==> config.mk <==
export PLATFORM = sky130hd
export DESIGN_NAME = pcm_stream_mixer_volume_clip_top
export DESIGN_NICKNAME = d
export VERILOG_FILES = /design/src/design/psmvc_pkg.sv /design/src/design/pcm_stream_mixer_volume_clip_top.sv /design/src/design/psmvc_lane.sv /design/src/design/psmvc_mix.sv
export SDC_FILE = /design/constraint.sdc
export NUM_CORES = 2
export LEC_CHECK = 0
export BUFFER_PORTS_ARGS = -buffer_cell sky130_fd_sc_hd__buf_4
export CORE_UTILIZATION = 47
export CTS_CLUSTER_SIZE = 28
export DETAILED_ROUTE_END_ITERATION = 10
export HOLD_SLACK_MARGIN = 0.06
export SLEW_MARGIN = 20
export SYNTH_ARGS = -nofsm -noshare
export SYNTH_HDL_FRONTEND = slang
export SYNTH_HIERARCHICAL = 1
export SYNTH_SLANG_ARGS = --single-unit
==> constraint.sdc <==
create_clock -name clk -period 22.6 [get_ports clk]
set_input_delay 1.13 -clock clk [delete_from_list [all_inputs] [get_ports clk]]
set_output_delay 1.13 -clock clk [all_outputs]
set_load 0.02 [all_outputs]
==> src/design/psmvc_pkg.sv <==
// ----------------------------------------------------------------------------
// psmvc_pkg
// shared constants, types and helpers of the pcm stream mixer
// ----------------------------------------------------------------------------
package psmvc_pkg;

	localparam int SAMPLE_W     = 16;
	localparam int VOL_W        = 7;
	localparam int CFG_IDX_W    = 4;
	localparam int PIPE_STAGES  = 6;

	// per-stream scaling widths
	localparam int LANE_PROD_W  = 23;   // sample * volume, signed
	localparam int LANE_MAG_W   = 22;   // magnitude of the above
	localparam int LANE_W       = 17;   // scaled sample, signed

	// divide by 100: floor(x / 100) == (x * RECIP) >> RECIP_SHIFT for x < 2**30
	localparam int RECIP_W      = 26;
	localparam int RECIP_SHIFT  = 32;
	localparam logic [RECIP_W-1:0] RECIP = 26'd42949673;

	localparam logic [VOL_W-1:0]    VOL_FULL   = 7'd100;
	localparam logic [SAMPLE_W-2:0] CLIP_LIMIT = 15'h7fff;

	localparam logic [CFG_IDX_W-1:0] CFG_MASTER_VOLUME = 4'd0;

	typedef struct packed {
		logic [PIPE_STAGES-1:0] load;   // stage k register captures
	} pipe_ctrl_t;

	function automatic logic [VOL_W-1:0] clamp_vol(input logic [VOL_W-1:0] v);
		clamp_vol = (v > VOL_FULL) ? VOL_FULL : v;
	endfunction

endpackage

==> src/design/pcm_stream_mixer_volume_clip_top.sv <==
// ----------------------------------------------------------------------------
// pcm_stream_mixer_volume_clip_top
// mixes several pcm streams with per-stream and master volume and clipping
//
// channel   dir  handshake          payload
// s_        in   s_tvalid/s_tready  s_tdata: sample_0..sample_n-1, stream_mask
// m_        out  m_tvalid/m_tready  m_tdata: mixed_sample
// cfg_      in   cfg_we             cfg_index, cfg_data (volume registers)
//
// six register stages: lane multiply, divide by 100, sum + negate,
// master multiply, divide by 100, clip into the output register.
// one item per cycle while m_tready holds; each accepted item passes
// through the stages in order, and m_tvalid rises when it reaches the last.
// each stage loads when it is empty or its successor moves, so bubbles
// are squeezed out under stall and nothing is lost or repeated.
// arst_n clears the valid bits and sets all volumes to 100.
// ----------------------------------------------------------------------------
module pcm_stream_mixer_volume_clip_top #(
	parameter int STREAM_COUNT = 4
) (
	input  logic                                  clk,
	input  logic                                  arst_n,
	input  logic                                  s_tvalid,
	output logic                                  s_tready,
	// sample_0 .. sample_n-1 (16 bits each), stream_mask, zero pad
	input  logic [((psmvc_pkg::SAMPLE_W+1)*STREAM_COUNT+7)/8*8-1:0] s_tdata,
	output logic                                  m_tvalid,
	input  logic                                  m_tready,
	// mixed_sample
	output logic [psmvc_pkg::SAMPLE_W-1:0]        m_tdata,
	input  logic                                  cfg_we,
	input  logic [psmvc_pkg::CFG_IDX_W-1:0]       cfg_index,
	input  logic [psmvc_pkg::VOL_W-1:0]           cfg_data
);

	localparam int NS = psmvc_pkg::PIPE_STAGES;
	localparam int SW = psmvc_pkg::SAMPLE_W;

	logic [psmvc_pkg::VOL_W-1:0]          master_vol_q;
	logic [psmvc_pkg::VOL_W-1:0]          stream_vol_q [STREAM_COUNT];
	logic [NS-1:0]                        vld_q;
	psmvc_pkg::pipe_ctrl_t                ctrl;
	logic signed [psmvc_pkg::LANE_W-1:0]  scaled [STREAM_COUNT];
	logic [STREAM_COUNT-1:0]              mask;
	logic signed [SW-1:0]                 mixed_sample;

	// config registers, values above 100 stored as 100
	always_ff @(posedge clk or negedge arst_n) begin
		if (!arst_n) begin
			master_vol_q <= psmvc_pkg::VOL_FULL;
			for (int k = 0; k < STREAM_COUNT; k++) begin
				stream_vol_q[k] <= psmvc_pkg::VOL_FULL;
			end
		end else if (cfg_we) begin
			if (cfg_index == psmvc_pkg::CFG_MASTER_VOLUME) begin
				master_vol_q <= psmvc_pkg::clamp_vol(cfg_data);
			end
			for (int k = 0; k < STREAM_COUNT; k++) begin
				if (cfg_index == psmvc_pkg::CFG_IDX_W'(k + 1)) begin
					stream_vol_q[k] <= psmvc_pkg::clamp_vol(cfg_data);
				end
			end
		end
	end

	// stage load chain from the output back to the input
	always_comb begin
		ctrl.load[NS-1] = !vld_q[NS-1] || m_tready;
		for (int i = NS - 2; i >= 0; i--) begin
			ctrl.load[i] = !vld_q[i] || ctrl.load[i+1];
		end
	end

	always_ff @(posedge clk or negedge arst_n) begin
		if (!arst_n) begin
			vld_q <= '0;
		end else begin
			if (ctrl.load[0]) begin
				vld_q[0] <= s_tvalid;
			end
			for (int i = 1; i < NS; i++) begin
				if (ctrl.load[i]) begin
					vld_q[i] <= vld_q[i-1];
				end
			end
		end
	end

	assign mask = s_tdata[SW*STREAM_COUNT +: STREAM_COUNT];

	for (genvar k = 0; k < STREAM_COUNT; k++) begin : g_lane
		psmvc_lane u_lane (
			.clk    (clk),
			.ctrl   (ctrl),
			.sample ($signed(s_tdata[SW*k +: SW])),
			.enable (mask[k]),
			.volume (stream_vol_q[k]),
			.scaled (scaled[k])
		);
	end

	psmvc_mix #(
		.STREAM_COUNT (STREAM_COUNT)
	) u_mix (
		.clk           (clk),
		.ctrl          (ctrl),
		.scaled        (scaled),
		.master_volume (master_vol_q),
		.mixed_sample  (mixed_sample)
	);

	assign s_tready = ctrl.load[0];
	assign m_tvalid = vld_q[NS-1];
	assign m_tdata  = mixed_sample;

	// clipping keeps the most negative code out of the output
	a_no_min_code: assert property (@(posedge clk) disable iff (!arst_n)
		m_tvalid |-> m_tdata != {1'b1, {(SW-1){1'b0}}})
		else $error("output holds the most negative code");

	// an accepted item lands in the first stage
	a_accept_fills: assert property (@(posedge clk) disable iff (!arst_n)
		s_tvalid && s_tready |=> vld_q[0])
		else $error("accepted item not captured");

	// a stalled result is neither dropped nor changed
	a_out_hold: assert property (@(posedge clk) disable iff (!arst_n)
		m_tvalid && !m_tready |=> m_tvalid && $stable(m_tdata))
		else $error("stalled result lost");

	// the input side only stalls when every stage is full
	a_ready_full: assert property (@(posedge clk) disable iff (!arst_n)
		!s_tready |-> vld_q == {NS{1'b1}} && !m_tready)
		else $error("input stalled with a free stage");

endmodule

==> src/design/psmvc_lane.sv <==
// ----------------------------------------------------------------------------
// psmvc_lane
// one stream: sample times stream volume, then divide by 100 toward zero
// ----------------------------------------------------------------------------
module psmvc_lane (
	input  logic                                  clk,
	input  psmvc_pkg::pipe_ctrl_t                 ctrl,
	input  logic signed [psmvc_pkg::SAMPLE_W-1:0] sample,
	input  logic                                  enable,
	input  logic        [psmvc_pkg::VOL_W-1:0]    volume,
	output logic signed [psmvc_pkg::LANE_W-1:0]   scaled
);

	localparam int PW = psmvc_pkg::LANE_MAG_W + psmvc_pkg::RECIP_W;
	localparam int QW = PW - psmvc_pkg::RECIP_SHIFT;

	logic signed [psmvc_pkg::SAMPLE_W+psmvc_pkg::VOL_W:0] prod_c;
	logic signed [psmvc_pkg::LANE_PROD_W-1:0]             prod_s1;
	logic signed [psmvc_pkg::LANE_PROD_W-1:0]             neg_prod_c;
	logic        [psmvc_pkg::LANE_MAG_W-1:0]              mag_c;
	logic        [PW-1:0]                                 recip_c;
	logic        [QW-1:0]                                 quo_s2;
	logic                                                 neg_s2;
	logic signed [psmvc_pkg::LANE_W-1:0]                  quo_ext;

	always_comb begin
		prod_c     = (psmvc_pkg::SAMPLE_W+psmvc_pkg::VOL_W+1)'(sample)
		           * $signed({1'b0, volume});
		neg_prod_c = -prod_s1;
		mag_c      = prod_s1[psmvc_pkg::LANE_PROD_W-1]
		           ? neg_prod_c[psmvc_pkg::LANE_MAG_W-1:0]
		           : prod_s1[psmvc_pkg::LANE_MAG_W-1:0];
		recip_c    = PW'(mag_c) * PW'(psmvc_pkg::RECIP);
	end

	always_ff @(posedge clk) begin
		if (ctrl.load[0]) begin
			// disabled streams contribute nothing
			prod_s1 <= enable ? prod_c[psmvc_pkg::LANE_PROD_W-1:0] : '0;
		end
		if (ctrl.load[1]) begin
			quo_s2 <= recip_c[PW-1:psmvc_pkg::RECIP_SHIFT];
			neg_s2 <= prod_s1[psmvc_pkg::LANE_PROD_W-1];
		end
	end

	assign quo_ext = $signed({1'b0, quo_s2});
	assign scaled  = neg_s2 ? -quo_ext : quo_ext;

endmodule

==> src/design/psmvc_mix.sv <==
// ----------------------------------------------------------------------------
// psmvc_mix
// sums the scaled streams, applies master volume, divides by 100, saturates
// ----------------------------------------------------------------------------
module psmvc_mix #(
	parameter int STREAM_COUNT = 4
) (
	input  logic                                  clk,
	input  psmvc_pkg::pipe_ctrl_t                 ctrl,
	input  logic signed [psmvc_pkg::LANE_W-1:0]   scaled [STREAM_COUNT],
	input  logic        [psmvc_pkg::VOL_W-1:0]    master_volume,
	output logic signed [psmvc_pkg::SAMPLE_W-1:0] mixed_sample
);

	localparam int SUM_W = psmvc_pkg::LANE_W + $clog2(STREAM_COUNT);
	localparam int MST_W = SUM_W + psmvc_pkg::VOL_W;
	localparam int MAG_W = MST_W - 1;
	localparam int PW    = MAG_W + psmvc_pkg::RECIP_W;
	localparam int QW    = PW - psmvc_pkg::RECIP_SHIFT;

	logic signed [SUM_W-1:0]              sum_c;
	logic signed [SUM_W-1:0]              sum_s3;
	logic signed [MST_W-1:0]              mst_c;
	logic signed [MST_W-1:0]              mst_s4;
	logic signed [MST_W-1:0]              neg_mst_c;
	logic        [MAG_W-1:0]              mag_c;
	logic        [PW-1:0]                 recip_c;
	logic        [QW-1:0]                 quo_s5;
	logic                                 neg_s5;
	logic        [psmvc_pkg::SAMPLE_W-2:0] sat_c;
	logic signed [psmvc_pkg::SAMPLE_W-1:0] sat_ext;
	logic signed [psmvc_pkg::SAMPLE_W-1:0] mixed_s6;

	always_comb begin
		sum_c = '0;
		for (int k = 0; k < STREAM_COUNT; k++) begin
			sum_c = sum_c + SUM_W'(scaled[k]);
		end
		mst_c     = MST_W'(sum_s3) * MST_W'($signed({1'b0, master_volume}));
		neg_mst_c = -mst_s4;
		mag_c     = mst_s4[MST_W-1] ? neg_mst_c[MAG_W-1:0] : mst_s4[MAG_W-1:0];
		recip_c   = PW'(mag_c) * PW'(psmvc_pkg::RECIP);
		// clip the magnitude, so the most negative code never appears
		sat_c     = (quo_s5 > QW'(psmvc_pkg::CLIP_LIMIT))
		          ? psmvc_pkg::CLIP_LIMIT
		          : quo_s5[psmvc_pkg::SAMPLE_W-2:0];
		sat_ext   = $signed({1'b0, sat_c});
	end

	always_ff @(posedge clk) begin
		if (ctrl.load[2]) begin
			sum_s3 <= sum_c;
		end
		if (ctrl.load[3]) begin
			mst_s4 <= mst_c;
		end
		if (ctrl.load[4]) begin
			quo_s5 <= recip_c[PW-1:psmvc_pkg::RECIP_SHIFT];
			neg_s5 <= mst_s4[MST_W-1];
		end
		if (ctrl.load[5]) begin
			mixed_s6 <= neg_s5 ? -sat_ext : sat_ext;
		end
	end

	assign mixed_sample = mixed_s6;

endmodule
# Yosys cells after proc, flatten, opt, wreduce, memory -nomap -nowiden
# Cells that the tools add are included.
[word_totals] ff_bits=282 out_inout_bits=18
[op_classes] addsub=13 n_mul=10 order_cmp=2 n_eq_ne=4 mux=12 n_reduce_logical=18
[ops] cell="multiplier 22 x 26 -> 48 bit (second input constant)" n=4
[ops] cell="multiplier 16 x 8 -> 23 bit" n=4
[ops] cell="2-to-1 mux 22 bit" n=4
[ops] cell="negation 22 bit" n=4
[ops] cell="2-to-1 mux 17 bit" n=4
[ops] cell="negation 16 -> 17 bit" n=4
[ops] cell="multiplier 25 x 26 -> 51 bit (second input constant)" n=1
[ops] cell="2-to-1 mux 15 bit" n=2
[ops] cell="multiplier 19 x 8 -> 26 bit" n=1
[ops] cell="2-to-1 mux 25 bit" n=1
[ops] cell="negation 25 bit" n=1
[ops] cell="adder 18 x 17 -> 19 bit" n=1
[ops] cell="adder 19 x 17 -> 19 bit" n=1
[ops] cell="greater-than comparator 19 x 15 -> 1 bit (second input constant)" n=1
[ops] cell="adder 17 x 17 -> 18 bit" n=1
[ops] cell="negation 15 -> 16 bit" n=1
[ops] cell="AND reduction 2 bit" n=5
[ops] cell="== test 4 x 2 -> 1 bit (second input constant)" n=2
[ops] cell="greater-than comparator 7 bit (second input constant)" n=1
[ops] cell="2-to-1 mux 7 bit" n=1
[ops] cell="logical NOT 1 bit" n=6
[ops] cell="logical OR 1 bit" n=6
[ops] cell="== test 4 x 1 -> 1 bit (second input constant)" n=1
[ops] cell="== test 4 x 3 -> 1 bit (second input constant)" n=1
[ops] cell="logical NOT 4 bit" n=1

# Logic depth before layout (Yosys ltp)
[logic_depth] ltp_word=7 mapped_depth=30 depth_no_buf=30

# Cells and area by module
# Netlist, hierarchy kept.
[by_module_without_submodules] module="psmvc_mix" n_inst=1 cells_per_inst=1831 area_per_inst_um2=19119.6 seq_area_each_um2=2432.3
[by_module_without_submodules] module="psmvc_lane (g_lane[1].u_lane)" n_inst=1 cells_per_inst=1515 area_per_inst_um2=14860.5 seq_area_each_um2=1201.2
[by_module_without_submodules] module="psmvc_lane (g_lane[0].u_lane)" n_inst=1 cells_per_inst=1504 area_per_inst_um2=14754.2 seq_area_each_um2=1201.2
[by_module_without_submodules] module="psmvc_lane (g_lane[2].u_lane)" n_inst=1 cells_per_inst=1497 area_per_inst_um2=14687.8 seq_area_each_um2=1201.2
[by_module_without_submodules] module="psmvc_lane (g_lane[3].u_lane)" n_inst=1 cells_per_inst=1428 area_per_inst_um2=14352.5 seq_area_each_um2=1201.2
[by_module_without_submodules] module="pcm_stream_mixer_volume_clip_top" n_inst=1 cells_per_inst=106 area_per_inst_um2=1652.8 seq_area_each_um2=1044.8

# Least setup slack after synthesis
# No wires, ideal clock.
[synth_timing] kind="flip-flop to flip-flop" from="register g_lane[0].u_lane/prod_s1[0] (netlist name)" to="register g_lane[0].u_lane.quo_s2[15] (data pin)" setup_time_ns=0.176 arrival_time_ns=7.994 setup_slack_ns=14.429 stages_incl_launch_ff=26 path_cell_list="edfxtp_1 inv_1 ha_1 or3b_1 or4_1 nand2_1 xor2_1 inv_1 fa_1 fa_1 inv_1 fa_1 fa_1 fa_1 fa_1 fa_1 ha_1 nand2_1 a211oi_1 o2111ai_1 a211oi_1 nor3_1 a211oi_1 o21ai_4 nor4b_1 nor4_1"
[synth_between] elab_chain_cells=3
[synth_rtl] item="start, declared" line="psmvc_lane.sv:18" source="logic signed [psmvc_pkg::LANE_PROD_W-1:0] prod_s1;"
[synth_rtl] item="start signal, assigned" line="psmvc_lane.sv:39" source="prod_s1 <= enable ? prod_c[psmvc_pkg::LANE_PROD_W-1:0] : '0;"
[synth_rtl] item="negation 22 bit" line="psmvc_lane.sv:29" source="neg_prod_c = -prod_s1;"
[synth_rtl] item="2-to-1 mux 22 bit *" line="psmvc_lane.sv:31" source="? neg_prod_c[psmvc_pkg::LANE_MAG_W-1:0]"
[synth_rtl] item="multiplier 22 x 26 -> 48 bit *" line="psmvc_lane.sv:33" source="recip_c = PW'(mag_c) * PW'(psmvc_pkg::RECIP);"
[synth_rtl] item="named net g_lane[0].u_lane.recip_c[47]" line="psmvc_lane.sv:21" source="logic [PW-1:0] recip_c;"
[synth_rtl] item="end signal, assigned" line="psmvc_lane.sv:42" source="quo_s2 <= recip_c[PW-1:psmvc_pkg::RECIP_SHIFT];"
[synth_rtl] item="end, declared" line="psmvc_lane.sv:22" source="logic [QW-1:0] quo_s2;"
# Mark *: on every way through the listed nets, which the timed path passes. The rest lies on a longest branch.
# A chain may end at the register's enable or synchronous reset.

# Worst setup path in the final report
[layout_timing] from="register g_lane[2].u_lane/prod_s1[0] (netlist name)" to="register g_lane[2].u_lane.quo_s2[13] (data pin)"
[layout_between] elab_chain_cells=3
[layout_rtl] item="start, declared" line="psmvc_lane.sv:18"
[layout_rtl] item="start signal, assigned" line="psmvc_lane.sv:39"
[layout_rtl] item="negation 22 bit" line="psmvc_lane.sv:29"
[layout_rtl] item="2-to-1 mux 22 bit *" line="psmvc_lane.sv:31"
[layout_rtl] item="multiplier 22 x 26 -> 48 bit *" line="psmvc_lane.sv:33"
[layout_rtl] item="named net g_lane[2].u_lane.recip_c[45]" line="psmvc_lane.sv:21"
[layout_rtl] item="end signal, assigned" line="psmvc_lane.sv:42"
[layout_rtl] item="end, declared" line="psmvc_lane.sv:22"
# Marked as above.

==> results.py <==
metrics = {
    "timing": {
        "tightestPinTransition_ps": 1214,
        "finalMaxSlewViolations": 0,
        "fmax_mhz": 102.8,
        "whs_ps": 455.9,
        "finalSetupViolations": 0,
        "min_period_ps": 9724,
        "skew_ps": 53.81,
        "max-slew-margin-rel": 0.1879,
        "worst_slack_ps": 12880,
        "hold_viol": 0,
        "rsz0062_at_grt": "no",
        "finalCritPeriodShare": 0.4303,
        "fin_setup_tns_ps": 0,
    },
    "worst_setup_path": {
        "path_class": "reg2reg",
        "cp_data_required_time_ps": 22890,
        "cp_data_arrival_time_ps": 10020,
        "start_kind": "flop",
        "crit_fanout": 11,
        "cp-end-kind": "flop",
        "reg2reg_slack_ps": 12880,
    },
    "finish": {
        "drive_gt1_frac": 0.04690,
        "fin_cells": 10245,
        "syn_to_final_growth_pct": 6.066,
        "nets": 10943,
    },
    "yosys": {
        "synth_ff_type": "edfxtp_1",
        "yosysMostFrequentCell": "inv_1",
        "ys_seq_area_frac": 0.1043,
        "netlist_area_um2": 79430,
        "yosysWarnings": 6,
        "ys_types": 114,
        "synth_common_cells": "1,978 x inv_1, 1,439 x ha_1, 1,402 x fa_1",
        "synthTopCellsByArea": "fa_1 35%, ha_1 23%, inv_1 9.3%",
        "synth_top_area_frac": 0.3534,
        "synth_largest_area_cell": "fa_1",
        "synth_edf_count": 241,
        "syn_area_per_cell_um2": 10.08,
        "syn_inst": 7881,
        "syn-num-nets": 10810,
        "ys_seq_elements": 282,
        "async_flop_share": 0.1454,
    },
    "detailed_routing": {
        "firstDrtPassIters": 5,
        "routed_wirelength_um": 177200,
        "vias": 52327,
        "drt_iter0_markers": 2205,
        "vias_per_cell": 5.108,
        "ant_nets": 0,
        "wire_per_inst_um": 17.30,
        "drc_errors": 0,
    },
    "global_routing": {
        "grt_usage": 0.2162,
        "grt_max_degree": 70,
        "grt_pass1_vias": 56843,
        "grt_pass1_wl_um": 294700,
        "grt_overflow": 0,
        "antenna_found_initial": 3,
    },
    "clock_network": {
        "cts_sinks": 282,
        "cts.path.max_buffers": 3,
        "cts_inserted_buffers": 36,
        "post_cts_buffers": 0,
        "h-tree-depth": 2,
        "cts_resized": 0,
        "cts_hold_buf": 0,
        "clk_latency_ps": 610,
        "clk_pin_slew_ps": 50,
        "cts_tree": "yes",
        "clockRootBuffer": "clkbuf_16",
    },
    "die": {
        "die_w_um": 413.1,
        "start_util": 0.4744,
        "num_io_pins": 106,
        "coreArea_um2": 167400,
        "dieArea_um2": 170600,
        "die_height_um": 413.1,
        "rows": 150,
    },
    "worst_hold_path": {
        "hold_path.class": "reg2reg",
    },
    "place": {
        "gp_congestion": 0.9221,
        "dp_slack_ps": 12750,
        "dp.cells": 10180,
        "dp_hpwl_um": 157000,
        "io_buffers": 101,
    },
    "run": {
        "cap_violations": 0,
    },
    "outcome": {
        "status": "completed",
    },
}
path summary, 6_finish.rpt:
| path | startpoint | endpoint | cells past startpoint |
|---|---|---|---|
| worst max-delay path | g_lane[2].u_lane/prod_s1[0] | g_lane[2].u_lane/quo_s2[13] | 25 |
| worst min-delay path | vld_q[3] | vld_q[4] | 1 |
| worst max register to register | g_lane[2].u_lane/prod_s1[0] | g_lane[2].u_lane/quo_s2[13] | 25 |
| worst min register to register | vld_q[3] | vld_q[4] | 1 |
| max in group asynchronous | arst_n | vld_q[2] | 1 |
| min in group asynchronous | arst_n | stream_vol_q[15] | 1 |
area by class of cell:
cell class,count,area [µm²]
fillers,15446,83160
clock inverters,16,121.4
inverters,1986,7457
repair buffers,166,1246
diodes,3,7.507
clock buffers,46,958.4
well taps,2204,2758
multi-input cells,5542,63420
flip-flops and latches,282,8282
through the flow:
stage	cell area, µm²	utilization
6_report	84250	0.5032
5_1_grt	84240	0.5032
4_1_cts	84240	0.5032
3_5_place_dp	83160	0.4967
3_3_place_gp	83150	0.4967
2_1_floorplan	79430	-
registers in the layout, summed over array words and instances, names as in the netlist:
signal and count:
u_mix/mixed_sample 16, stream_vol_q 28, g_lane.u_lane/prod_s1 92, master_vol_q 7, g_lane.u_lane/quo_s2 64, u_mix/mst_s4 26
u_mix/neg_s5 1, u_mix/sum_s3 19, g_lane.u_lane/neg_s2 4, u_mix/quo_s5 19, vld_q 6
cells by family after synthesis:
| group | Yosys count | synth area share |
|---|---|---|
| buffers and inverters | 2057 | 0.09754 |
| xor gates and xnor gates | 391 | 0.04477 |
| DFF | 282 | 0.1043 |
| muxes | 40 | 0.005592 |
| adders and majority gates | 2841 | 0.5800 |
| and+or+nand+nor | 1482 | 0.1013 |
| AOI/OAI and AO/OA | 788 | 0.06651 |
layout by cell type, fill, tap and decap left out, types with 15 or more instances in the layout:
cell,synthesis,final
o41ai_1,22,22
nand4_1,36,36
nor2b_1,38,38
a21oi_1,205,205
dfrtp_1,26,26
xor2_1,107,107
or3_1,27,27
nand3_1,79,78
nand2b_1,53,53
nor2_1,189,189
a31oi_1,23,23
clkbuf_16,0,36
a21o_1,95,95
xnor2_1,271,271
buf_4,4,166
a211oi_1,34,34
nand2_1,354,354
and2_1,481,481
o211ai_1,15,15
mux2_2,35,35
and3_1,28,28
fa_1,1402,1402
or2_2,23,23
edfxtp_1,241,241
o21ai_0,171,171
o21a_1,27,27
inv_1,1978,1978
nor3_1,67,67
o31ai_1,40,39
ha_1,1439,1439
o21bai_1,21,21
dfstp_2,15,15
per-layer routing:
layer | track usage | vias up | part of all wire
li1 | - | 25255 | -
met1 | 0.2895 | 26178 | 0.46
met2 | 0.3810 | 737 | 0.49
met3 | 0.01941 | 157 | 0.033
met4 | 0.04180 | 0 | 0.019
met5 | 0 | - | 0
worst max-delay path, cell delays in order, from the launching register on:
cell      delay (ps)
edfxtp_1         630
inv_1            380
ha_1             320
nand3_2          100
or2_4            270
o41ai_4          330
xnor2_2          290
xnor2_1          270
ha_1             240
or2_1            300
fa_1             500
fa_1             540
fa_1             520
fa_1             520
fa_1             490
ha_1             310
ha_1             370
nand2_1          160
nor4_1           800
o211ai_1         220
o31ai_2          660
nor2_1           250
a21oi_1          240
and2_1           190
o21ai_0           90
a211oi_1         440
Power is not shown: default switching activity piles up to over one toggle a cycle in this logic, so the estimate is an artifact.
